[src/rtl/fcrc16_pkg.sv]
package fcrc16_pkg;

   localparam int CRC_W       = 16;
   localparam int BYTE_W      = 8;
   localparam int IDX_W       = 4;
   localparam int MIN_TOP_IDX = 7;

   localparam logic [CRC_W-1:0] GEN_RESET  = 16'h1021;
   localparam logic [CRC_W-1:0] INIT_RESET = 16'hFFFF;

   typedef enum logic [0:0] {
      CSR_GENERATOR_POLY = 1'b0,
      CSR_INITIAL_VALUE  = 1'b1
   } csr_index_type;

   typedef struct packed {
      logic [CRC_W-1:0] generator_poly;
      logic [CRC_W-1:0] initial_value;
   } cfg_type;

endpackage

[src/rtl/fcrc16_if.sv]
interface fcrc16_req_if
   import fcrc16_pkg::*;
   ();
   logic              valid;
   logic              ready;
   logic [BYTE_W-1:0] data_byte;
   logic              last_byte;

   modport source (output valid, output data_byte, output last_byte, input ready);
   modport sink   (input valid, input data_byte, input last_byte, output ready);
endinterface

interface fcrc16_rsp_if
   import fcrc16_pkg::*;
   ();
   logic             valid;
   logic             ready;
   logic [CRC_W-1:0] crc_value;

   modport source (output valid, output crc_value, input ready);
   modport sink   (input valid, input crc_value, output ready);
endinterface

[src/rtl/fcrc16_csr.sv]
module fcrc16_csr
   import fcrc16_pkg::*;
   (
   input  logic             clock,
   input  logic             reset,
   input  logic             csr_we,
   input  csr_index_type    csr_index,
   input  logic [CRC_W-1:0] csr_wdata,
   output cfg_type          cfg
   );

   logic [CRC_W-1:0] gen_ff;
   logic [CRC_W-1:0] init_ff;

   always_ff @(posedge clock) begin
      if (reset) begin
         gen_ff  <= GEN_RESET;
         init_ff <= INIT_RESET;
      end else if (csr_we) begin
         case (csr_index)
            CSR_GENERATOR_POLY: gen_ff  <= csr_wdata;
            CSR_INITIAL_VALUE:  init_ff <= csr_wdata;
            default: begin
            end
         endcase
      end
   end

   assign cfg.generator_poly = gen_ff;
   assign cfg.initial_value  = init_ff;

endmodule

[src/rtl/fcrc16_step.sv]
module fcrc16_step
   import fcrc16_pkg::*;
   (
   input  logic [CRC_W-1:0]  crc_cur,
   input  logic [BYTE_W-1:0] data_byte,
   input  logic [CRC_W-1:0]  generator_poly,
   output logic [CRC_W-1:0]  crc_next
   );

   logic [IDX_W-1:0] top_idx;
   logic [IDX_W-1:0] shift;

   // highest set generator bit, floor at MIN_TOP_IDX
   always_comb begin
      top_idx = IDX_W'(MIN_TOP_IDX);
      for (int b = MIN_TOP_IDX + 1; b < CRC_W; b++) begin
         if (generator_poly[b]) begin
            top_idx = IDX_W'(b);
         end
      end
   end

   assign shift = top_idx - IDX_W'(MIN_TOP_IDX);

   always_comb begin
      logic [CRC_W-1:0] c;
      c = crc_cur ^ ({{(CRC_W-BYTE_W){1'b0}}, data_byte} << shift);
      for (int i = 0; i < BYTE_W; i++) begin
         if (c[top_idx]) begin
            c = (c << 1) ^ generator_poly;
         end else begin
            c = c << 1;
         end
      end
      crc_next = c;
   end

endmodule

[src/rtl/frame_crc16_generic_poly_unit.sv]
// Frame CRC-16 with a programmable generator, MSB first.
//
// req_bus carries one frame byte per transfer with last_byte marking the
// final byte covered by the CRC. rsp_bus carries one crc_value per frame,
// produced after the byte marked last. csr_we/csr_index/csr_wdata write the
// generator word and the per-frame initial value; write them only while no
// transfer is in flight.
//
// A byte is captured in an input register and folded by eight unrolled
// shift/XOR steps into the running CRC, or for a last byte into the output
// register, where the finished CRC sits once its last byte advances.
// Throughput is one byte per cycle unless a last byte waits on the output
// register; the byte fold from input register to running CRC sets that figure.
//
// Reset loads the generator with 0x1021, the initial value and the running
// CRC with 0xFFFF, and empties both registers. When the receiver stalls,
// non-last bytes keep flowing; a last byte waits in the input register until
// the output register frees, and req_bus.ready stays low while it waits.
module frame_crc16_generic_poly_unit
   import fcrc16_pkg::*;
   (
   input  logic              clock,
   input  logic              reset,
   fcrc16_req_if.sink        req_bus,
   fcrc16_rsp_if.source      rsp_bus,
   input  logic              csr_we,
   input  csr_index_type     csr_index,
   input  logic [CRC_W-1:0]  csr_wdata
   );

   cfg_type cfg;

   logic              s1_valid_ff, s1_valid_in;
   logic [BYTE_W-1:0] s1_data_ff;
   logic              s1_last_ff;
   logic [CRC_W-1:0]  crc_ff, crc_in;
   logic              out_valid_ff, out_valid_in;
   logic [CRC_W-1:0]  out_crc_ff, out_crc_in;
   logic [CRC_W-1:0]  step_crc;
   logic              out_free;
   logic              s1_advance;
   logic              req_fire;
   logic              frame_done;

   fcrc16_csr u_csr (
      .clock     (clock),
      .reset     (reset),
      .csr_we    (csr_we),
      .csr_index (csr_index),
      .csr_wdata (csr_wdata),
      .cfg       (cfg)
   );

   fcrc16_step u_step (
      .crc_cur        (crc_ff),
      .data_byte      (s1_data_ff),
      .generator_poly (cfg.generator_poly),
      .crc_next       (step_crc)
   );

   assign out_free      = !out_valid_ff || rsp_bus.ready;
   assign s1_advance    = s1_valid_ff && (!s1_last_ff || out_free);
   assign req_bus.ready = !s1_valid_ff || s1_advance;
   assign req_fire      = req_bus.valid && req_bus.ready;
   assign frame_done    = s1_advance && s1_last_ff;

   assign s1_valid_in  = req_fire || (s1_valid_ff && !s1_advance);
   assign crc_in       = s1_advance ? (s1_last_ff ? cfg.initial_value : step_crc) : crc_ff;
   assign out_valid_in = frame_done || (out_valid_ff && !rsp_bus.ready);
   assign out_crc_in   = frame_done ? step_crc : out_crc_ff;

   always_ff @(posedge clock) begin
      if (reset) begin
         s1_valid_ff  <= 1'b0;
         out_valid_ff <= 1'b0;
         crc_ff       <= INIT_RESET;
      end else begin
         s1_valid_ff  <= s1_valid_in;
         out_valid_ff <= out_valid_in;
         crc_ff       <= crc_in;
      end
   end

   always_ff @(posedge clock) begin
      if (req_fire) begin
         s1_data_ff <= req_bus.data_byte;
         s1_last_ff <= req_bus.last_byte;
      end
      out_crc_ff <= out_crc_in;
   end

   assign rsp_bus.valid     = out_valid_ff;
   assign rsp_bus.crc_value = out_crc_ff;

   a_nonlast_never_stalls: assert property (@(posedge clock) disable iff (reset)
      s1_valid_ff && !s1_last_ff |-> s1_advance)
      else $error("non-last byte held in input register");

   a_rsp_from_last: assert property (@(posedge clock) disable iff (reset)
      !out_valid_ff ##1 out_valid_ff |-> $past(frame_done))
      else $error("result appeared without a last byte");

   a_reload_after_last: assert property (@(posedge clock) disable iff (reset)
      frame_done |=> crc_ff == $past(cfg.initial_value))
      else $error("running CRC not reloaded after last byte");

   a_block_when_full: assert property (@(posedge clock) disable iff (reset)
      s1_valid_ff && s1_last_ff && out_valid_ff && !rsp_bus.ready |-> !req_bus.ready)
      else $error("input taken while last byte is blocked");

endmodule

[src/flat_wrapper.sv]
// flat-port wrapper written by rule: the top's interface ports become plain ports
module frame_crc16_generic_poly_unit_flat import fcrc16_pkg::*;
  (clock, reset, csr_we, csr_index, csr_wdata, req_bus_valid, req_bus_data_byte, req_bus_last_byte, req_bus_ready, rsp_bus_valid, rsp_bus_crc_value, rsp_bus_ready);
  fcrc16_req_if req_bus_i ();
  fcrc16_rsp_if rsp_bus_i ();
  input  logic clock;
  input  logic reset;
  input  logic csr_we;
  input  csr_index_type csr_index;
  input  logic [CRC_W-1:0] csr_wdata;
  input wire logic [$bits(req_bus_i.valid)-1:0] req_bus_valid;
  input wire logic [$bits(req_bus_i.data_byte)-1:0] req_bus_data_byte;
  input wire logic [$bits(req_bus_i.last_byte)-1:0] req_bus_last_byte;
  output wire logic [$bits(req_bus_i.ready)-1:0] req_bus_ready;
  output wire logic [$bits(rsp_bus_i.valid)-1:0] rsp_bus_valid;
  output wire logic [$bits(rsp_bus_i.crc_value)-1:0] rsp_bus_crc_value;
  input wire logic [$bits(rsp_bus_i.ready)-1:0] rsp_bus_ready;
  assign req_bus_i.valid = req_bus_valid;
  assign req_bus_i.data_byte = req_bus_data_byte;
  assign req_bus_i.last_byte = req_bus_last_byte;
  assign req_bus_ready = req_bus_i.ready;
  assign rsp_bus_valid = rsp_bus_i.valid;
  assign rsp_bus_crc_value = rsp_bus_i.crc_value;
  assign rsp_bus_i.ready = rsp_bus_ready;
  frame_crc16_generic_poly_unit u_core (.clock(clock), .reset(reset), .req_bus(req_bus_i), .rsp_bus(rsp_bus_i), .csr_we(csr_we), .csr_index(csr_index), .csr_wdata(csr_wdata));
endmodule
[config.mk]
export PLATFORM = sky130hd
export DESIGN_NAME = frame_crc16_generic_poly_unit_flat
export DESIGN_NICKNAME = d
export VERILOG_FILES = /design/src/rtl/fcrc16_pkg.sv /design/src/rtl/fcrc16_if.sv /design/src/rtl/fcrc16_csr.sv /design/src/rtl/fcrc16_step.sv /design/src/rtl/frame_crc16_generic_poly_unit.sv /design/src/flat_wrapper.sv
export SDC_FILE = /design/constraint.sdc
export NUM_CORES = 1
export LEC_CHECK = 0
export ABC_AREA = 1
export ABC_CLOCK_PERIOD_IN_PS = 10200
export BUFFER_PORTS_ARGS = -buffer_cell sky130_fd_sc_hd__buf_2
export CELL_PAD_IN_SITES_DETAIL_PLACEMENT = 0
export CELL_PAD_IN_SITES_GLOBAL_PLACEMENT = 1
export CORE_MARGIN = 5
export CORE_UTILIZATION = 46
export CTS_CLUSTER_DIAMETER = 100
export DETAILED_ROUTE_END_ITERATION = 8
export MAX_ROUTING_LAYER = met4
export PLACE_DENSITY = 0.81
export SYNTH_ARGS = -nofsm -noshare
export SYNTH_HDL_FRONTEND = slang
export SYNTH_SLANG_ARGS = --single-unit
[constraint.sdc]
create_clock -name clock -period 10.2 [get_ports clock]
set_input_delay 0 -clock clock [delete_from_list [all_inputs] [get_ports clock]]
set_output_delay 0 -clock clock [all_outputs]
set_load 0.03 [all_outputs]
* After elaboration in Yosys (flattened, before gate mapping)
Index checks and enable logic that the tools add are counted.
W data, S select, Z words.
** Word-level totals
- Bits in registers :: 75
** Cells by class
- Shift-type cells :: 1
- Order comparisons :: 1
- Add/subtract/negate cells :: 1
- Reductions and logical operators :: 17
- Bitwise logic cells :: 10
- Multiplexer cells :: 33
** Operators with widths (number)
- $mux W16 :: 9
- $xor A16 B16 Y16 :: 9
- $bmux W1 S4 :: 8
- $mux W4 :: 8
- $shl A8 B4 Y16 :: 1
- $mux W1 :: 8
- $logic_and A1 B1 Y1 :: 5
- $logic_not A1 Y1 :: 5
- $logic_or A1 B1 Y1 :: 5
- $lt A4 B5 Y1 const B :: 1
- $reduce_and A2 Y1 :: 2
- $sub A4 B3 Y4 const B :: 1
- $not A1 Y1 :: 1

* Logic depth before layout (Yosys ltp)
- Depth after elaboration :: 36
- Mapped depth :: 94
- Gate-level depth less buffers :: 85

* By module
Synthesis repeated with hierarchy kept, for this count alone.
** Second synthesis, totals
- Cell total of the unflattened synthesis :: 1306
- Area, all modules :: 8018.9 um^2
** Modules (own cells, without submodules)
- fcrc16_step :: sequential area each 0.0 um^2, area each 5088.6 um^2, cells an instance 973, instances 1
- frame_crc16_generic_poly_unit :: sequential area each 1111.1 um^2, area each 1691.6 um^2, cells an instance 163, instances 1
- fcrc16_csr :: sequential area each 640.6 um^2, area each 1238.7 um^2, cells an instance 170, instances 1

* Worst setup path before layout
OpenSTA, ideal clock, no wires.
- Kind :: flip-flop to flip-flop
- Start :: register u_core.u_csr.gen_ff[9]
- End :: register u_core.out_crc_ff[14] (netlist: u_core.rsp_bus.crc_value[14]) (data pin)
- Stages on the path, launching flop included :: 83
- Buffers on the path :: 15
- Setup slack :: 2153 ps
- Data required time :: 9943 ps
- Setup time :: 257 ps
- Arrival :: 7790 ps
- Period minus slack after synthesis :: 8047 ps
- Cell sequence :: dfxtp_1 > buf_4 > inv_2 > nand2_1 > nand2_1 > nand2_1 > nand2_2 > nand2_2 > nand2_2 > nand2_4 > clkbuf_8 > clkbuf_8 > clkbuf_8 > clkbuf_8 > ha_1 > buf_12 > inv_1 > nand3_1 > [47 not listed] > nand2_2 > nand3_1 > nand3_1 > nand3_1 > nand3_2 > buf_6 > nand2_1 > nand2_1 > nand2_1 > nand2_1 > nand2_1 > inv_1 > nand2_2 > nand2_2 > nand3_4 > buf_12 > nand2_2 > nand2_2
** Between the ends
- Longest elaborated chain between the ends :: 34
- Elaborated cells on any way between the ends :: 42
- Those cells by class :: add/sub: 1; shift: 1; mux: 31; bitwise: 9
** RTL lines
- from (decl) :: line fcrc16_csr.sv:12 : logic [CRC_W-1:0] gen_ff;
- from (signal assigned) :: line fcrc16_csr.sv:21 : CSR_GENERATOR_POLY: gen_ff <= csr_wdata;
- $mux W4 (7 in a row) :: line fcrc16_step.sv:17 : if (generator_poly[b]) begin
- $sub A4 B3 Y4 :: line fcrc16_step.sv:23 : assign shift = top_idx - IDX_W'(MIN_TOP_IDX);
- $shl A8 B4 Y16 :: line fcrc16_step.sv:27 : c = crc_cur ^ ({{(CRC_W-BYTE_W){1'b0}}, data_byte} << shift);
- $xor A16 B16 Y16 :: line fcrc16_step.sv:27
- $bmux W1 S4 :: line fcrc16_step.sv:29 : if (c[top_idx]) begin
- $mux W1 (implied by the code) :: line fcrc16_step.sv:29
- $mux W16 :: line fcrc16_step.sv:29
- $bmux W1 S4 :: line fcrc16_step.sv:29
- [13 not listed]
- $mux W16 :: line fcrc16_step.sv:29
- $bmux W1 S4 :: line fcrc16_step.sv:29
- $mux W1 (implied by the code) :: line fcrc16_step.sv:29
- $mux W16 :: line fcrc16_step.sv:29
- $bmux W1 S4 :: line fcrc16_step.sv:29
- $mux W1 (implied by the code) :: line fcrc16_step.sv:29
- $mux W16 * :: line fcrc16_step.sv:29
- via u_core.step_crc[14] :: line frame_crc16_generic_poly_unit.sv:39 : logic [CRC_W-1:0] step_crc;
- to (signal assigned) :: line frame_crc16_generic_poly_unit.sv:89 : out_crc_ff <= out_crc_in;
- to (decl) :: line frame_crc16_generic_poly_unit.sv:38 : logic [CRC_W-1:0] out_crc_ff, out_crc_in;
Mark *: on every way through the listed nets, which the timed path passes. The rest lies on a longest branch. The select of a mux whose other input is x is not followed.
A chain may end at the register's enable or synchronous reset.

* Worst setup path after layout
- Start :: register u_core.u_csr.gen_ff[14]
- End :: register u_core.out_crc_ff[4] (netlist: u_core.rsp_bus.crc_value[4]) (data pin)
** Between the ends
- Longest elaborated chain between the ends :: 29
- Elaborated cells on any way between the ends :: 37
- Those cells by class :: add/sub: 1; shift: 1; mux: 26; bitwise: 9
** RTL lines (line)
- $mux W4 (2 in a row) :: fcrc16_step.sv:17
- $sub A4 B3 Y4 :: fcrc16_step.sv:23
- $shl A8 B4 Y16 :: fcrc16_step.sv:27
- $xor A16 B16 Y16 :: fcrc16_step.sv:27
- $bmux W1 S4 :: fcrc16_step.sv:29
- $mux W1 (implied by the code) :: fcrc16_step.sv:29
- $mux W16 :: fcrc16_step.sv:29
- $bmux W1 S4 :: fcrc16_step.sv:29
- [13 not listed]
- $mux W16 :: fcrc16_step.sv:29
- $bmux W1 S4 :: fcrc16_step.sv:29
- $mux W1 (implied by the code) :: fcrc16_step.sv:29
- $mux W16 :: fcrc16_step.sv:29
- $bmux W1 S4 :: fcrc16_step.sv:29
- $mux W1 (implied by the code) :: fcrc16_step.sv:29
- $mux W16 * :: fcrc16_step.sv:29
- via u_core.step_crc[4] :: frame_crc16_generic_poly_unit.sv:39
Marked as above.

==> impl_metrics.tcl <==
set metrics [dict create \
    gp_congestion 0.904 \
    drtAntennaViolNets 0 \
    r2r_setup_slack_ns 0.95 \
    setup.worst_path.start "u_core.u_csr.gen_ff[14]" \
    ys_top_cells_by_area "nand2_1 (18%), dfxtp_1 (12%), nand3_1 (12%), xor2_1 (10%), edfxtp_1 (8.9%)" \
    vias 8319 \
    first_global_vias 7883 \
    synth-edff-count 25 \
    io_pins 49 \
    crit_type "reg2reg" \
    cp-end-kind "flip-flop" \
    setup-tns-final_ns 0 \
    htree_levels 3 \
    async_flop_share_pct 0 \
    clockRootBuffer "clkbuf_16" \
    die_h_um 146 \
    drive_gt1_share_pct 18.8 \
    grt_pass1_wl_um 43200 \
    clkSlewWorstSetupHoldPaths_ns 0.06 \
    multi_input_area_um2 5590 \
    startpoint_type "flip-flop" \
    fill_cells 1866 \
    gr-usage-all-layers_pct 25.7 \
    final_max_slew_viol_count 0 \
    crit_path_top_delay_cell "dfxtp_1" \
    endpoint "u_core.rsp_bus.crc_value[4]" \
    r2r_end "u_core.rsp_bus.crc_value[4]" \
    syn_inst 1260 \
    synth.avg_cell_area_um2 6.72 \
    synth.cell_area_um2 8470 \
    clk_path_buf_depth 2 \
    required_ns 10.26 \
    crit_top_cell "nand2_1" \
    start_util_pct 47.0 \
    hpwlAfterDp_um 19800 \
    fin_nets 1328 \
    slew-limit-headroom_pct 25.9 \
    hold_violations 0 \
    post_drt_via_cell_ratio 5.44 \
    die_w_um 146 \
    wl_um 27400 \
    cp_slowest_stage_delay_ns 0.31 \
    core-area_um2 18000 \
    first_iter_violations 632 \
    cts_num_sinks 75 \
    setup_violations 0 \
    reg2reg_from "u_core.u_csr.gen_ff[14]" \
    dieArea_um2 21200 \
    numCtsBuffers 9 \
    cap_violations 0 \
    synth.largest_area_cell "nand2_1" \
    rows 49 \
    post_drt_wl_per_cell_um 17.9 \
    ys_ff_latch 75 \
    worst_r2r_path_depth 75 \
    drc 0 \
    rsz0062_at_grt "no" \
    period_minus_slack_ns 9.25 \
    hp-class "in2reg" \
    synth_cell_types 44 \
    tightest_slew_ns 1.11 \
    grt_max_degree 34 \
    fin_skew_ns 0.00912 \
    grt_overflow 0 \
    syn_to_final_growth_pct 6.47 \
    ys.flop_type "dfxtp_1" \
    cts_tree "done" \
    critPathMaxFanout 21 \
    first_pass_iters 6 \
    fmax_mhz 108 \
    seq_area_frac_synth_pct 20.7 \
    diodes 0 \
    synth_top_area_share_pct 17.8 \
    timing.final.crit_share_pct 90.7 \
    antenna_found_initial 0 \
    status "completed" \
    seq_area_um2 1750 \
    arrival_ns 9.31 \
    io_buffer_count 48 \
    clk_latency_ns 0.34 \
    synth_nets 1292 \
    ys.warnings.count 0 \
]
[timing repair]
action,in CTS,in global routing
resized for setup,0,14
setup buffers,0,2
endpoints found under the hold margin,32,0
endpoints found under the setup margin,0,32
hold buffers,26,0
[synthesized netlist by cell type, types with 2 or more instances]
library cell and n:
inv_4 2, inv_1 86, nand4_2 2, buf_8 2, clkinv_1 4, and2_1 5
clkbuf_8 17, clkbuf_4 2, buf_12 5, clkbuf_1 7, edfxtp_1 25, a21oi_1 19
nor2_4 3, nand3_4 6, xor2_1 100, nand3_1 200, buf_2 3, nand2_1 402
nor2_1 30, o21ai_2 2, and2_2 2, o211ai_1 3, nand3_2 16, nand2_4 9
inv_2 11, dfxtp_1 50, xnor2_1 8, nor2_8 2, buf_6 26, nand3b_1 8
a221oi_1 16, o21ai_1 2, o21ai_0 15, nand4_1 58, nand2_2 97, buf_4 7
[registers in the layout (all words and copies together) (netlist names)]
signal,flops
u_core.crc_ff,16
u_core.rsp_bus.crc_value,16
u_core.rsp_bus.valid,1
u_core.s1_data_ff,8
u_core.s1_last_ff,1
u_core.s1_valid_ff,1
u_core.u_csr.gen_ff,16
u_core.u_csr.init_ff,16
[cell usage in the layout (no fill, tap or decap), drive strengths merged]
cell type	Yosys	layout
a21oi	20	20
a221oi	16	16
and2	7	7
buf	43	68
bufinv	1	2
clkbuf	26	10
clkinv	4	5
clkinvlp	0	1
dfxtp	50	50
dlygate4sd3	1	26
edfxtp	25	25
ha	1	1
inv	100	103
nand2	508	508
nand3	222	223
nand3b	8	8
nand4	60	60
nor2	35	35
nor3	2	2
o211ai	3	3
o21ai	19	19
o21bai	1	1
xnor2	8	8
xor2	100	100
[metal layers]
| layer | up-vias | global-route usage (%) | routed length, µm |
|---|---|---|---|
| li1 | 4186 | - | - |
| met4 | 0 | 7.14 | 701 |
| met3 | 48 | 2.21 | 1370 |
| met5 | - | - | 0 |
| met1 | 3810 | 34.6 | 12500 |
| met2 | 275 | 41.3 | 12900 |
[kinds of logic after synthesis]
family	Yosys count	synth area share, %
xor+xnor	108	11.2
fa+ha+maj	1	0.148
simple gates	842	49.4
compound gates	59	4.45
buf+inv	175	14.1
flops	75	20.7
[how the worst min path moves through the flow]
stage | startpoint | endpoint | slack, ns | cells after the start
6_report | rsp_bus_ready | u_core.s1_valid_ff | 0.02 | 4
3_5_place_dp | req_bus_data_byte[1] | u_core.s1_data_ff[1] | 0.18 | 1
3_3_place_gp | req_bus_data_byte[7] | u_core.s1_data_ff[7] | 0.18 | 1
2_1_floorplan | req_bus_data_byte[0] | u_core.s1_data_ff[0] | 0.1 | 0
4_1_cts | rsp_bus_ready | u_core.s1_valid_ff | 0.009 | 4
5_1_grt | rsp_bus_ready | u_core.s1_valid_ff | 0.03 | 4
[cell type report]
type | count | area share, %
Clock buffer | 10 | 2.65
Inverter | 105 | 4.64
Tap cell | 229 | 3.18
Timing Repair Buffer | 94 | 7.26
Clock inverter | 6 | 0.777
Sequential cell | 75 | 19.4
Multi-Input combinational cell | 1011 | 62.0
[worst max-delay path: cells and delay by family, from the launching register on]
family,cells,cell delay (ns)
flops,1,0.31
simple gates,67,7.79
buf+inv,8,0.81
[through the flow]
stage	instances	utilization, %	worst slack (ns)	instance area [µm²]	hold WS [ns]
after floorplan	1260	-	2.15	8470	0.0989
after global placement	1485	46.3	0.549	8350	0.177
after detailed placement	1485	46.3	0.403	8350	0.179
after CTS	1527	49.5	0.381	8920	0.00945
after global routing	1530	50.0	0.0828	9010	0.0330
final	1530	50.0	0.951	9010	0.0181
Power is left out: the tool's default activity adds up to more than one toggle a clock period on the data nets, which glitch-free logic cannot reach.
